===== src/sv/md5_pkg.sv =====
// ----------------------------------------------------------------------------
// MD5 package
// Types and constants shared by the MD5 message digest modules.
// ----------------------------------------------------------------------------
package md5_pkg;

    // Initial chaining values.
    localparam logic [31:0] INIT_A = 32'h67452301;
    localparam logic [31:0] INIT_B = 32'hefcdab89;
    localparam logic [31:0] INIT_C = 32'h98badcfe;
    localparam logic [31:0] INIT_D = 32'h10325476;

    localparam logic [7:0] PAD_BYTE  = 8'h80;
    localparam logic [5:0] LEN_START = 6'd56;
    localparam int unsigned QUEUE_DEPTH = 4;
    localparam int unsigned QUEUE_AW    = 2;

    // One classified item passed from the front part to the back part.
    typedef struct packed {
        logic [7:0] data;
        logic       has_byte;
        logic       is_end;
    } t_item;

    // Back part states.
    typedef enum logic [2:0] {
        ST_IDLE,
        ST_PAD,
        ST_ROUND,
        ST_FOLD,
        ST_OUT
    } t_state;

    // Per-round additive constants.
    function automatic logic [31:0] round_const(input logic [5:0] r);
        logic [31:0] k;
        begin
            case (r)
                6'd0:  k = 32'hd76aa478;  6'd1:  k = 32'he8c7b756;
                6'd2:  k = 32'h242070db;  6'd3:  k = 32'hc1bdceee;
                6'd4:  k = 32'hf57c0faf;  6'd5:  k = 32'h4787c62a;
                6'd6:  k = 32'ha8304613;  6'd7:  k = 32'hfd469501;
                6'd8:  k = 32'h698098d8;  6'd9:  k = 32'h8b44f7af;
                6'd10: k = 32'hffff5bb1;  6'd11: k = 32'h895cd7be;
                6'd12: k = 32'h6b901122;  6'd13: k = 32'hfd987193;
                6'd14: k = 32'ha679438e;  6'd15: k = 32'h49b40821;
                6'd16: k = 32'hf61e2562;  6'd17: k = 32'hc040b340;
                6'd18: k = 32'h265e5a51;  6'd19: k = 32'he9b6c7aa;
                6'd20: k = 32'hd62f105d;  6'd21: k = 32'h02441453;
                6'd22: k = 32'hd8a1e681;  6'd23: k = 32'he7d3fbc8;
                6'd24: k = 32'h21e1cde6;  6'd25: k = 32'hc33707d6;
                6'd26: k = 32'hf4d50d87;  6'd27: k = 32'h455a14ed;
                6'd28: k = 32'ha9e3e905;  6'd29: k = 32'hfcefa3f8;
                6'd30: k = 32'h676f02d9;  6'd31: k = 32'h8d2a4c8a;
                6'd32: k = 32'hfffa3942;  6'd33: k = 32'h8771f681;
                6'd34: k = 32'h6d9d6122;  6'd35: k = 32'hfde5380c;
                6'd36: k = 32'ha4beea44;  6'd37: k = 32'h4bdecfa9;
                6'd38: k = 32'hf6bb4b60;  6'd39: k = 32'hbebfbc70;
                6'd40: k = 32'h289b7ec6;  6'd41: k = 32'heaa127fa;
                6'd42: k = 32'hd4ef3085;  6'd43: k = 32'h04881d05;
                6'd44: k = 32'hd9d4d039;  6'd45: k = 32'he6db99e5;
                6'd46: k = 32'h1fa27cf8;  6'd47: k = 32'hc4ac5665;
                6'd48: k = 32'hf4292244;  6'd49: k = 32'h432aff97;
                6'd50: k = 32'hab9423a7;  6'd51: k = 32'hfc93a039;
                6'd52: k = 32'h655b59c3;  6'd53: k = 32'h8f0ccc92;
                6'd54: k = 32'hffeff47d;  6'd55: k = 32'h85845dd1;
                6'd56: k = 32'h6fa87e4f;  6'd57: k = 32'hfe2ce6e0;
                6'd58: k = 32'ha3014314;  6'd59: k = 32'h4e0811a1;
                6'd60: k = 32'hf7537e82;  6'd61: k = 32'hbd3af235;
                6'd62: k = 32'h2ad7d2bb;  default: k = 32'heb86d391;
            endcase
            return k;
        end
    endfunction

    // Left rotate amount for a round.
    function automatic logic [4:0] rot_amount(input logic [5:0] r);
        logic [4:0] s;
        begin
            case ({r[5:4], r[1:0]})
                4'd0:  s = 5'd7;   4'd1:  s = 5'd12;
                4'd2:  s = 5'd17;  4'd3:  s = 5'd22;
                4'd4:  s = 5'd5;   4'd5:  s = 5'd9;
                4'd6:  s = 5'd14;  4'd7:  s = 5'd20;
                4'd8:  s = 5'd4;   4'd9:  s = 5'd11;
                4'd10: s = 5'd16;  4'd11: s = 5'd23;
                4'd12: s = 5'd6;   4'd13: s = 5'd10;
                4'd14: s = 5'd15;  default: s = 5'd21;
            endcase
            return s;
        end
    endfunction

    // Message word index for a round.
    function automatic logic [3:0] word_index(input logic [5:0] r);
        logic [3:0] g;
        logic [3:0] n;
        begin
            n = r[3:0];
            case (r[5:4])
                2'd0:    g = n;
                2'd1:    g = 4'((n << 2) + n + 4'd1);
                2'd2:    g = 4'((n << 1) + n + 4'd5);
                default: g = 4'((n << 3) - n);
            endcase
            return g;
        end
    endfunction

endpackage


===== src/sv/md5_front.sv =====
// ----------------------------------------------------------------------------
// MD5 front part
// Accepts input items, drops items with neither flag, and queues the rest.
// ----------------------------------------------------------------------------
module md5_front import md5_pkg::*; (
    input  logic       i_clk,
    input  logic       i_rst_n,
    input  logic       i_push,
    output logic       o_full,
    input  logic [7:0] i_data_byte,
    input  logic       i_byte_present,
    input  logic       i_end_of_message,
    output logic       o_item_valid,
    output t_item      o_item,
    input  logic       i_item_take
);

    t_item              r_queue [QUEUE_DEPTH];
    logic [QUEUE_AW-1:0] r_wr_ptr, r_rd_ptr;
    logic [QUEUE_AW:0]   r_count;
    logic                push_ok, pop_ok;

    // An item with neither flag set does nothing and is not queued.
    assign o_full  = (r_count == (QUEUE_AW+1)'(QUEUE_DEPTH));
    assign push_ok = i_push && !o_full && (i_byte_present || i_end_of_message);
    assign pop_ok  = i_item_take && (r_count != '0);

    assign o_item_valid = (r_count != '0);
    assign o_item       = r_queue[r_rd_ptr];

    // Queue storage.
    always_ff @(posedge i_clk) begin
        if (push_ok) begin
            r_queue[r_wr_ptr] <= '{data: i_data_byte, has_byte: i_byte_present,
                                   is_end: i_end_of_message};
        end
    end

    // Queue pointers and fill count.
    always_ff @(posedge i_clk) begin
        if (!i_rst_n) begin
            r_wr_ptr <= '0;
            r_rd_ptr <= '0;
            r_count  <= '0;
        end else begin
            if (push_ok) r_wr_ptr <= r_wr_ptr + 1'b1;
            if (pop_ok)  r_rd_ptr <= r_rd_ptr + 1'b1;
            r_count <= r_count + (QUEUE_AW+1)'(push_ok) - (QUEUE_AW+1)'(pop_ok);
        end
    end

endmodule


===== src/sv/md5_back.sv =====
// ----------------------------------------------------------------------------
// MD5 back part
// Stores bytes in the block buffer, runs one compression round per cycle,
// pads the final block and presents the digest words.
// ----------------------------------------------------------------------------
module md5_back import md5_pkg::*; (
    input  logic        i_clk,
    input  logic        i_rst_n,
    input  logic        i_item_valid,
    input  t_item       i_item,
    output logic        o_item_take,
    output logic        o_empty,
    input  logic        i_pop,
    output logic [31:0] o_digest_word,
    output logic [1:0]  o_word_number,
    output logic        o_last_word
);

    // Block buffer as sixteen words; a byte write updates one lane.
    logic [31:0] r_block [16];
    logic [31:0] r_ca, r_cb, r_cc, r_cd;
    logic [31:0] r_a, r_b, r_c, r_d;
    logic [60:0] r_count;
    logic [5:0]  r_round;
    logic [5:0]  r_pad_pos;
    logic        r_final;
    logic        r_pad_twice;
    logic        r_mark;
    logic [1:0]  r_word;
    t_state      r_state, n_state;

    logic        take_byte_now;
    logic [5:0]  pos;
    logic [5:0]  pad_start;
    logic [31:0] f, sum, rot, w_g;
    logic [4:0]  sh;
    logic [63:0] bits;
    logic [7:0]  pad_val;

    // Items are taken only while idle.
    assign o_item_take   = (r_state == ST_IDLE) && i_item_valid;
    assign take_byte_now = o_item_take && i_item.has_byte;
    assign pos           = r_count[5:0];
    assign bits          = {r_count, 3'b000};
    // The pad marker goes right after the last message byte.
    assign pad_start     = pos + {5'd0, i_item.has_byte};

    // Round function.
    always_comb begin
        unique case (r_round[5:4])
            2'd0:    f = (r_b & r_c) | (~r_b & r_d);
            2'd1:    f = (r_b & r_d) | (r_c & ~r_d);
            2'd2:    f = r_b ^ r_c ^ r_d;
            default: f = r_c ^ (r_b | ~r_d);
        endcase
        w_g = r_block[word_index(r_round)];
        sum = r_a + f + round_const(r_round) + w_g;
        sh  = rot_amount(r_round);
        rot = (sum << sh) | (sum >> (6'd32 - {1'b0, sh}));
    end

    // Padding byte for the current position: the marker, zero, or the length field.
    always_comb begin
        if (r_mark) begin
            pad_val = PAD_BYTE;
        end else if (!r_pad_twice && r_pad_pos >= LEN_START) begin
            pad_val = bits[{r_pad_pos[2:0], 3'b000} +: 8];
        end else begin
            pad_val = '0;
        end
    end

    // Next state.
    always_comb begin
        n_state = r_state;
        unique case (r_state)
            ST_IDLE: begin
                if (o_item_take) begin
                    if (i_item.has_byte && pos == 6'd63) n_state = ST_ROUND;
                    else if (i_item.is_end) n_state = ST_PAD;
                end
            end
            ST_PAD:   if (r_pad_pos == 6'd63) n_state = ST_ROUND;
            ST_ROUND: if (r_round == 6'd63) n_state = ST_FOLD;
            ST_FOLD: begin
                if (r_pad_twice)  n_state = ST_PAD;
                else if (r_final) n_state = ST_OUT;
                else              n_state = ST_IDLE;
            end
            ST_OUT:  if (i_pop && r_word == 2'd3) n_state = ST_IDLE;
            default: n_state = ST_IDLE;
        endcase
    end

    // Outputs.
    always_comb begin
        o_empty = 1'b1;
        unique case (r_word)
            2'd0:    o_digest_word = r_ca;
            2'd1:    o_digest_word = r_cb;
            2'd2:    o_digest_word = r_cc;
            default: o_digest_word = r_cd;
        endcase
        o_word_number = r_word;
        o_last_word   = (r_word == 2'd3);
        if (r_state == ST_OUT) o_empty = 1'b0;
    end

    // Block buffer writes: message bytes, then the marker and fill while padding.
    always_ff @(posedge i_clk) begin
        if (take_byte_now) begin
            r_block[pos[5:2]][{pos[1:0], 3'b000} +: 8] <= i_item.data;
        end else if (r_state == ST_PAD) begin
            r_block[r_pad_pos[5:2]][{r_pad_pos[1:0], 3'b000} +: 8] <= pad_val;
        end
    end

    // Control and chaining state.
    always_ff @(posedge i_clk) begin
        if (!i_rst_n) begin
            r_state     <= ST_IDLE;
            r_ca        <= INIT_A;
            r_cb        <= INIT_B;
            r_cc        <= INIT_C;
            r_cd        <= INIT_D;
            r_count     <= '0;
            r_round     <= '0;
            r_pad_pos   <= '0;
            r_final     <= 1'b0;
            r_pad_twice <= 1'b0;
            r_mark      <= 1'b0;
            r_word      <= '0;
        end else begin
            r_state <= n_state;
            unique case (r_state)
                ST_IDLE: begin
                    r_a <= r_ca; r_b <= r_cb; r_c <= r_cc; r_d <= r_cd;
                    r_round <= '0;
                    r_word  <= '0;
                    if (o_item_take) begin
                        r_final <= i_item.is_end;
                        r_mark  <= i_item.is_end;
                        if (i_item.has_byte) r_count <= r_count + 61'd1;
                        // A byte that fills the block leaves the marker
                        // for the start of a fresh block.
                        if (i_item.has_byte && pos == 6'd63) begin
                            r_pad_twice <= i_item.is_end;
                            r_pad_pos   <= '0;
                        end else begin
                            r_pad_twice <= (pad_start >= LEN_START);
                            r_pad_pos   <= pad_start;
                        end
                    end
                end
                ST_PAD: begin
                    r_pad_pos <= r_pad_pos + 6'd1;
                    r_mark    <= 1'b0;
                end
                ST_ROUND: begin
                    r_a <= r_d;
                    r_d <= r_c;
                    r_c <= r_b;
                    r_b <= r_b + rot;
                    r_round <= r_round + 6'd1;
                end
                ST_FOLD: begin
                    r_ca <= r_ca + r_a;
                    r_cb <= r_cb + r_b;
                    r_cc <= r_cc + r_c;
                    r_cd <= r_cd + r_d;
                    r_a <= r_ca + r_a; r_b <= r_cb + r_b;
                    r_c <= r_cc + r_c; r_d <= r_cd + r_d;
                    r_round <= '0;
                    if (r_pad_twice) begin
                        // The second block is padded from its first byte.
                        r_pad_twice <= 1'b0;
                        r_pad_pos   <= '0;
                    end
                end
                ST_OUT: begin
                    if (i_pop) begin
                        r_word <= r_word + 2'd1;
                        if (r_word == 2'd3) begin
                            r_ca <= INIT_A; r_cb <= INIT_B;
                            r_cc <= INIT_C; r_cd <= INIT_D;
                            r_count <= '0;
                            r_final <= 1'b0;
                        end
                    end
                end
                default: ;
            endcase
        end
    end

endmodule


===== src/sv/md5_message_digest.sv =====
// ----------------------------------------------------------------------------
// MD5 message digest
// Streaming MD5 engine with a queue-style interface on both sides.
// ----------------------------------------------------------------------------
// Bytes are pushed one per item; an item with end_of_message set closes the
// message and yields the digest as four words, A first. A byte that does not
// fill a block is written into the block buffer; a byte that fills one starts
// a compression, with the single round unit doing one of the 64 rounds per
// cycle between load and fold. An end item pads the block one byte per cycle
// and compresses once or twice before the digest appears. A four-entry queue
// lets the producer keep pushing meanwhile.
module md5_message_digest import md5_pkg::*; (
    input  logic        i_clk,
    input  logic        i_rst_n,
    input  logic        push,
    output logic        full,
    input  logic [7:0]  i_data_byte,
    input  logic        i_byte_present,
    input  logic        i_end_of_message,
    output logic        empty,
    input  logic        pop,
    output logic [31:0] o_digest_word,
    output logic [1:0]  o_word_number,
    output logic        o_last_word
);

    t_item item;
    logic  item_valid, item_take;

    // Front part: accept and queue.
    md5_front u_front (
        .i_clk            (i_clk),
        .i_rst_n          (i_rst_n),
        .i_push           (push),
        .o_full           (full),
        .i_data_byte      (i_data_byte),
        .i_byte_present   (i_byte_present),
        .i_end_of_message (i_end_of_message),
        .o_item_valid     (item_valid),
        .o_item           (item),
        .i_item_take      (item_take)
    );

    // Back part: compress and deliver.
    md5_back u_back (
        .i_clk         (i_clk),
        .i_rst_n       (i_rst_n),
        .i_item_valid  (item_valid),
        .i_item        (item),
        .o_item_take   (item_take),
        .o_empty       (empty),
        .i_pop         (pop),
        .o_digest_word (o_digest_word),
        .o_word_number (o_word_number),
        .o_last_word   (o_last_word)
    );

endmodule


===== config.mk =====
export PLATFORM = sky130hd
export DESIGN_NAME = md5_message_digest
export DESIGN_NICKNAME = d
export VERILOG_FILES = /design/src/sv/md5_pkg.sv /design/src/sv/md5_front.sv /design/src/sv/md5_back.sv /design/src/sv/md5_message_digest.sv
export SDC_FILE = /design/constraint.sdc
export NUM_CORES = 2
export LEC_CHECK = 0
export BUFFER_PORTS_ARGS = -buffer_cell sky130_fd_sc_hd__buf_2
export CORE_MARGIN = 2
export CORE_UTILIZATION = 56
export CTS_CLUSTER_DIAMETER = 80
export DETAILED_ROUTE_END_ITERATION = 10
export PLACE_DENSITY_LB_ADDON = 0.15
export SYNTH_ARGS = -nofsm -noshare
export SYNTH_HDL_FRONTEND = slang
export SYNTH_SLANG_ARGS = --single-unit
export TNS_END_PERCENT = 1

===== constraint.sdc =====
create_clock -name i_clk -period 18.06 [get_ports i_clk]
set_input_delay 0.903 -clock i_clk [delete_from_list [all_inputs] [get_ports i_clk]]
set_output_delay 0.903 -clock i_clk [all_outputs]
set_load 0.005 [all_outputs]

# Word level (Yosys, flattened, before mapping)
# Memory sizes are Yosys's and may differ from the RTL's. A register that Yosys moved wholly into a read port is not among the register bits.
# Index checks and enable logic that the tools add are counted.
[totals]
reg_bits = 344
ramBits = 552
romBits = 2128
input_bits = 14
output_inout_bits = 37
memories = 4
[op_classes]
n_addsub = 25
order_cmp = 2
n_eq_ne = 22
shifts = 7
n_mux = 67
bitwise = 13
n_reduce_logical = 33
[mem_list]
columns = ["memory", "words", "word_bits", "read_ports", "rd_ports_with_merged_regs", "write_ports", "line_no", "source"]
rows = [
  ["(name not given)", 64, 32, 1, 1, 0, "md5_pkg.sv:38", "case (r)"],
  ["u_back.r_block", 16, 32, 1, 0, 1, "md5_back.sv:20", "logic [31:0] r_block [16];"],
  ["(name not given)", 16, 5, 1, 1, 0, "md5_pkg.sv:80", "case ({r[5:4], r[1:0]})"],
  ["u_front.r_queue", 4, 10, 1, 1, 1, "md5_front.sv:18", "t_item r_queue [QUEUE_DEPTH];"],
]
[op_table]
columns = ["operator", "count"]
rows = [
  ["$pmux W32 S3", 6],
  ["$mux W32", 12],
  ["$add A32 B32 Y32", 8],
  ["$pmux W32 S2", 4],
  ["$mux W61", 4],
  ["$and A32 B32 Y32", 4],
  ["$or A32 B32 Y32", 4],
  ["$pmux W61 S2", 1],
  ["$xor A32 B32 Y32", 3],
  ["$not A32 Y32", 2],
  ["$shift A8 B7 Y32 const A", 2],
  ["$shiftx A64 B7 Y8", 1],
  ["$shiftx A8 B7 Y32", 2],
  ["$add A61 B1 Y61 const B", 1],
  ["$reduce_or A32 Y1", 1],
  ["$shl A32 B5 Y32", 1],
  ["$shr A32 B6 Y32", 1],
  ["$mux W6", 5],
  ["$mux W3", 8],
  ["$eq A6 B6 Y1 const B", 3],
  ["$pmux W6 S3", 1],
  ["$mux W8", 2],
  ["$pmux W3 S5", 1],
  ["$neg A5 Y7", 2],
  ["other kinds (38)", 90],
]

# Depth between registers and ports, before layout
[depth]
ltp_word = 11
ltp_mapped = 47

# Modules after synthesis
# Synthesis repeated with hierarchy kept, for this count alone.
[hier_totals]
hier_cells = 6301
hier_area_um2 = 58851.4
[modules_own_cells]
columns = ["mod", "instances", "cells_each", "area_per_inst_um2", "seq_area_each_um2"]
rows = [
  ["md5_back", 1, 6201, 56930.9, 24143.2],
  ["md5_front", 1, 100, 1920.6, 1381.3],
]

# Worst setup path after synthesis
# Ideal clock, no wire load.
[synth_timing]
kind = "register -> register"
from = "register u_back.r_round[1]"
to = "register u_back.r_b[30] (data pin)"
setup_time_ns = 0.261
arrival_ns = 9.822
setup_slack_ns = 7.977
stages_incl_launch_ff = 47
path_buffers = 3
path_cell_list = "dfxtp_1 > inv_1 > ha_1 > fa_1 > xnor3_1 > nor2_1 > a211o_1 > nand2b_1 > clkbuf_1 > clkbuf_1 > clkbuf_1 > mux2i_1 > a21oi_1 > fa_1 > inv_1 > fa_1 > inv_1 > ha_1 > (+11 left out) > a311oi_1 > nor3_1 > o22ai_1 > ha_1 > inv_1 > fa_1 > nor2b_1 > o21ai_0 > a21boi_0 > o21ai_0 > a21oi_1 > a211oi_1 > o31ai_1 > a21o_1 > a21oi_1 > o21ai_0 > mux2i_1 > a221o_1"
[synth_via]
elab_chain_cells = 9
elab_cells_between_ends = 13
cone_classes = "add/sub: 7; shift: 2; mux: 2; bitwise: 1; memory: 1"
[synth_rtl]
columns = ["element", "line_no", "source"]
rows = [
  ["start, declared", "md5_back.sv:24", "logic [5:0] r_round;"],
  ["start signal, assigned", "md5_back.sv:164", "r_round <= r_round + 6'd1;"],
  ["$add A4 B4 Y4, on equally long branches", "md5_pkg.sv:103, md5_pkg.sv:102", ""],
  ["$add A4 B3 Y4 or $add A4 B1 Y4 (tied branches)", "md5_pkg.sv:103, md5_pkg.sv:102", ""],
  ["$pmux W4 S3 (*)", "md5_pkg.sv:100", "case (r[5:4])"],
  ["$mem_v2 Z16 W32 (*)", "-", ""],
  ["$add A32 B32 Y32 (*)", "md5_back.sv:57", "sum = r_a + f + round_const(r_round) + w_g;"],
  ["$shr A32 B6 Y32 or $shl A32 B5 Y32 (tied branches)", "md5_back.sv:59", "rot = (sum << sh) | (sum >> (6'd32 - {1'b0, sh}));"],
  ["$or A32 B32 Y32 (*)", "md5_back.sv:59", ""],
  ["$add A32 B32 Y32 (*)", "md5_back.sv:163", "r_b <= r_b + rot;"],
  ["$pmux W32 S3 (*)", "md5_back.sv:135", "unique case (r_state)"],
  ["end signal, assigned", "md5_back.sv:137", "r_a <= r_ca; r_b <= r_cb; r_c <= r_cc; r_d <= r_cd;"],
  ["end signal, assigned", "md5_back.sv:163", ""],
  ["end signal, assigned", "md5_back.sv:171", "r_a <= r_ca + r_a; r_b <= r_cb + r_b;"],
  ["end, declared", "md5_back.sv:22", "logic [31:0] r_a, r_b, r_c, r_d;"],
]
# Every way passes the cells marked *; elsewhere a longest branch is shown, timed or not.
# A chain may end at the register's enable or synchronous reset.

# Final worst setup path
[layout_timing]
from = "register u_back.r_round[0]"
to = "register u_back.r_b[30] (data pin)"
# Same word-level chain as after synthesis.

==> results.md <==
- Status: finished, final reports clean
- Rows: 118
- Vias in the first global route: 43.7k
- Min Hold Slack: 0.388 ns
- FF+latch count, synth: slightly above 900
- Number of fill cells in the layout: 8597
- Starting DRC count in detailed routing: between 6k and 7k
- GPL Wtd Cong: 0.993
- Setup Skew: 0.0590 ns
- Post-synth EDFFs: 680
- Clock Latency Late Sink: 0.73 ns
- Clock Sinks: 935
- WS Path Type: flip-flop to flip-flop
- DRT Pass-1 Iters: 7
- Post_cts resized: 0
- CTS Buf Count: 100
- Ys flop type: edfxtp_1
- Total Routing Usage GR: 0.336
- Global route overflow: 0
- Via-to-Cell Ratio: 6.61
- FF-to-FF Start: u_back.r_round[0]
- Normalized max-slew margin: 0.178
- Area after DPL: 59600 sq um
- Fin. max-slew vios: 0
- Die X: 326 um
- Die height: 326 um
- Worst Reg-to-Reg Cells: 46
- Critical Path RT: between 15 and 20 ns
- Measured slew at the worst slew-check pin: 1.23 ns
- Initial Utilization: 0.563
- Post-CTS Setup Bufs: 0
- Net Count, Synth: 6003
- Avg WL per Cell: between 20 and 30 um
- Asr flop ratio synth: 0
- Endpoints failing setup: 0
- Via count: between 40k and 50k
- Worst Setup SP: u_back.r_round[0]
- DP HPWL: 129000 um
- Slowest CP cell: buf_4
- Port Buffers: 50
- FF-to-FF End: u_back.r_b[30]
- Layout Cells excl Fill: ~7k
- CTS Buffer Depth: 3
- Reg-to-reg slack, setup: 5.65 ns
- CP max FO: 47
- Hold Buf Count CTS: 0
- Hold WC Path Type: input port to flip-flop
- IO Count: 51
- NumNets Final: approximately 5.9k
- Area grow syn2layout: 8.03%
- Period utilisation layout: 0.687
- TritonCTS clock tree: built
- Share of cells above drive strength 1: 0.101
- Largest net degree at the start of global routing: 127
- Root Driver: clkbuf_16
- Wirelength, routed: 182000 um
- Placed Cells: 6836
- CTS H-tree depth: 3
- Max incr delay on CP: 0.62 ns
- Post-DRT Antenna Nets: 0
- Hold Fails Final Rpt: 0
- RSZ-0062 raised after global routing: false
- Die area: around 110000 sq um
- First-pass GRT wire length: 273000 um
- Critical Path End: u_back.r_b[30]
- CORE AREA: 103000 sq um
- Setup TNS Final: 0 ns
- Cell variety after synth: between 90 and 100
- Syn avg cell area: 10.3 sq um
- Max Cap Viol: 0
- Sequential cell area fraction in the yosys report: 0.439
- Syn Inst Count: 5676
- Antenna cells: 0
- Initial antenna violation count: 6
- Tmin final: 12.41 ns
- Mapped Area: 58200 sq um
- DR DRC count: 0
- Final instance area: 62900 sq um
- Crit path capture type: flip-flop
- Maximum clock frequency: 0.0806 GHz
- Critical Path AT: 12.86 ns
- Synth warn: 0
- Clock-pin slew on the worst setup and hold paths: 0.07 ns
- CP Launch Type: flip-flop
- Worst Min Path Start: i_data_byte[0]
==> flip-flops by register name (all words and copies together) (netlist names), 2 cells and up, named ones only <==
name	cells
u_back.r_round	6
u_front.r_count	3
u_back.o_word_number	2
u_back.r_c	32
u_front.r_rd_ptr	2
u_front.r_queue	40
u_back.r_a	32
u_back.r_cb	32
u_back.r_count	61
u_back.r_ca	32
u_back.r_cd	32
u_back.r_b	32
u_back.sh	5
u_back.r_cc	32
u_back.r_block	512
u_back.r_pad_pos	6
u_back.r_d	32
u_back.r_state	3
u_front.r_wr_ptr	2
==> synth_stat cells (31+ instances only) <==
master | count | area share
nor3_1 | 75 | 0.0065
nand2b_1 | 45 | 0.0048
o22ai_1 | 61 | 0.0066
a22oi_1 | 80 | 0.010
nand2_1 | 548 | 0.035
xnor2_1 | 143 | 0.022
mux2i_1 | 139 | 0.024
a31oi_1 | 86 | 0.0092
edfxtp_1 | 680 | 0.35
buf_1 | 58 | 0.0037
nor2b_1 | 66 | 0.0071
o21ai_0 | 294 | 0.025
dfxtp_1 | 255 | 0.088
o221a_2 | 31 | 0.0060
mux4_2 | 171 | 0.066
a21oi_1 | 426 | 0.037
a21o_1 | 77 | 0.0099
a211oi_1 | 86 | 0.011
xor2_1 | 125 | 0.019
a22o_1 | 33 | 0.0050
clkbuf_1 | 271 | 0.017
fa_1 | 69 | 0.024
and3_1 | 36 | 0.0039
nand3_1 | 145 | 0.012
nor2_1 | 449 | 0.029
a222oi_1 | 46 | 0.0079
nand4_1 | 34 | 0.0037
ha_1 | 244 | 0.052
o211ai_1 | 58 | 0.0075
a21boi_0 | 55 | 0.0071
inv_1 | 318 | 0.021
==> placed cells by master, fill, tap and decap left out, types with 58 or more instances in the layout <==
master	n
inv_1	317
mux4_2	171
buf_4	69
dfxtp_1	251
a211oi_1	86
edfxtp_1	680
fa_1	69
mux2i_1	139
nor2_1	446
ha_1	243
clkbuf_16	103
xor2_1	124
o21ai_0	293
nor3_1	75
nor2b_1	66
xnor2_1	142
nand3_1	145
o211ai_1	58
a22oi_1	80
o22ai_1	60
nand2_1	542
a31oi_1	86
a21o_1	77
a21oi_1	426
==> metrics by stage <==
stage / setup slack [ns] / util
global route: 4.75 / 0.608
global placement: 6.11 / 0.577
CTS: 5.87 / 0.608
detailed placement: 6.01 / 0.577
floorplan: 7.98 / -
finish: 5.65 / 0.608
==> logic make-up after synthesis <==
| family | Yosys count | share of synthesized area |
|---|---|---|
| DFF | 935 | 0.439 |
| xor gates and xnor gates | 273 | 0.0420 |
| and+or+nand+nor | 1538 | 0.120 |
| AOI/OAI and AO/OA | 1583 | 0.180 |
| adders and majority gates | 343 | 0.0814 |
| muxes | 337 | 0.0953 |
| buffers and inverters | 667 | 0.0433 |
==> area by class of cell <==
type                    count  area (sq um)  area share
clock inverters            56           524     0.00834
multi-input cells        4074         30300       0.482
clock buffers             133          2740      0.0436
flip-flops and latches    935         25500       0.406
repair buffers            121           815      0.0130
inverters                 326          1220      0.0195
well taps                1380          1730      0.0275
==> worst max-delay path, delay by kind of cell (launching register included) <==
kind | cells | cell delay [ns]
flip-flops | 1 | 0.60
buffers and inverters | 7 | 1.45
AND/OR/NAND/NOR | 7 | 1.04
AO/OA/AOI/OAI | 21 | 5.25
XOR/XNOR | 2 | 0.65
multiplexers | 1 | 0.13
adder cells (fa/ha/maj) | 8 | 2.93
==> how the worst min path moves through the flow <==
stage,endpoint,slack [ns],depth (start not counted)
2_1_floorplan,u_back.r_state[2],0.46,2
3_3_place_gp,u_back.r_state[2],0.48,2
3_5_place_dp,u_back.r_state[2],0.49,2
4_1_cts,u_front.r_queue[0][8],0.36,1
5_1_grt,u_front.r_queue[1][7],0.39,1
6_report,u_front.r_queue[2][2],0.39,1
==> layer usage <==
layer	up-vias	GRT usage	routed length (um)
met5	-	0.00399	75
met4	4	0.180	11100
met3	452	0.0669	16600
met2	2289	0.505	79900
met1	22690	0.461	74500
li1	20969	-	-
Power is left out: the tool's default activity adds up to more than one toggle a clock period on the data nets, which glitch-free logic cannot reach.
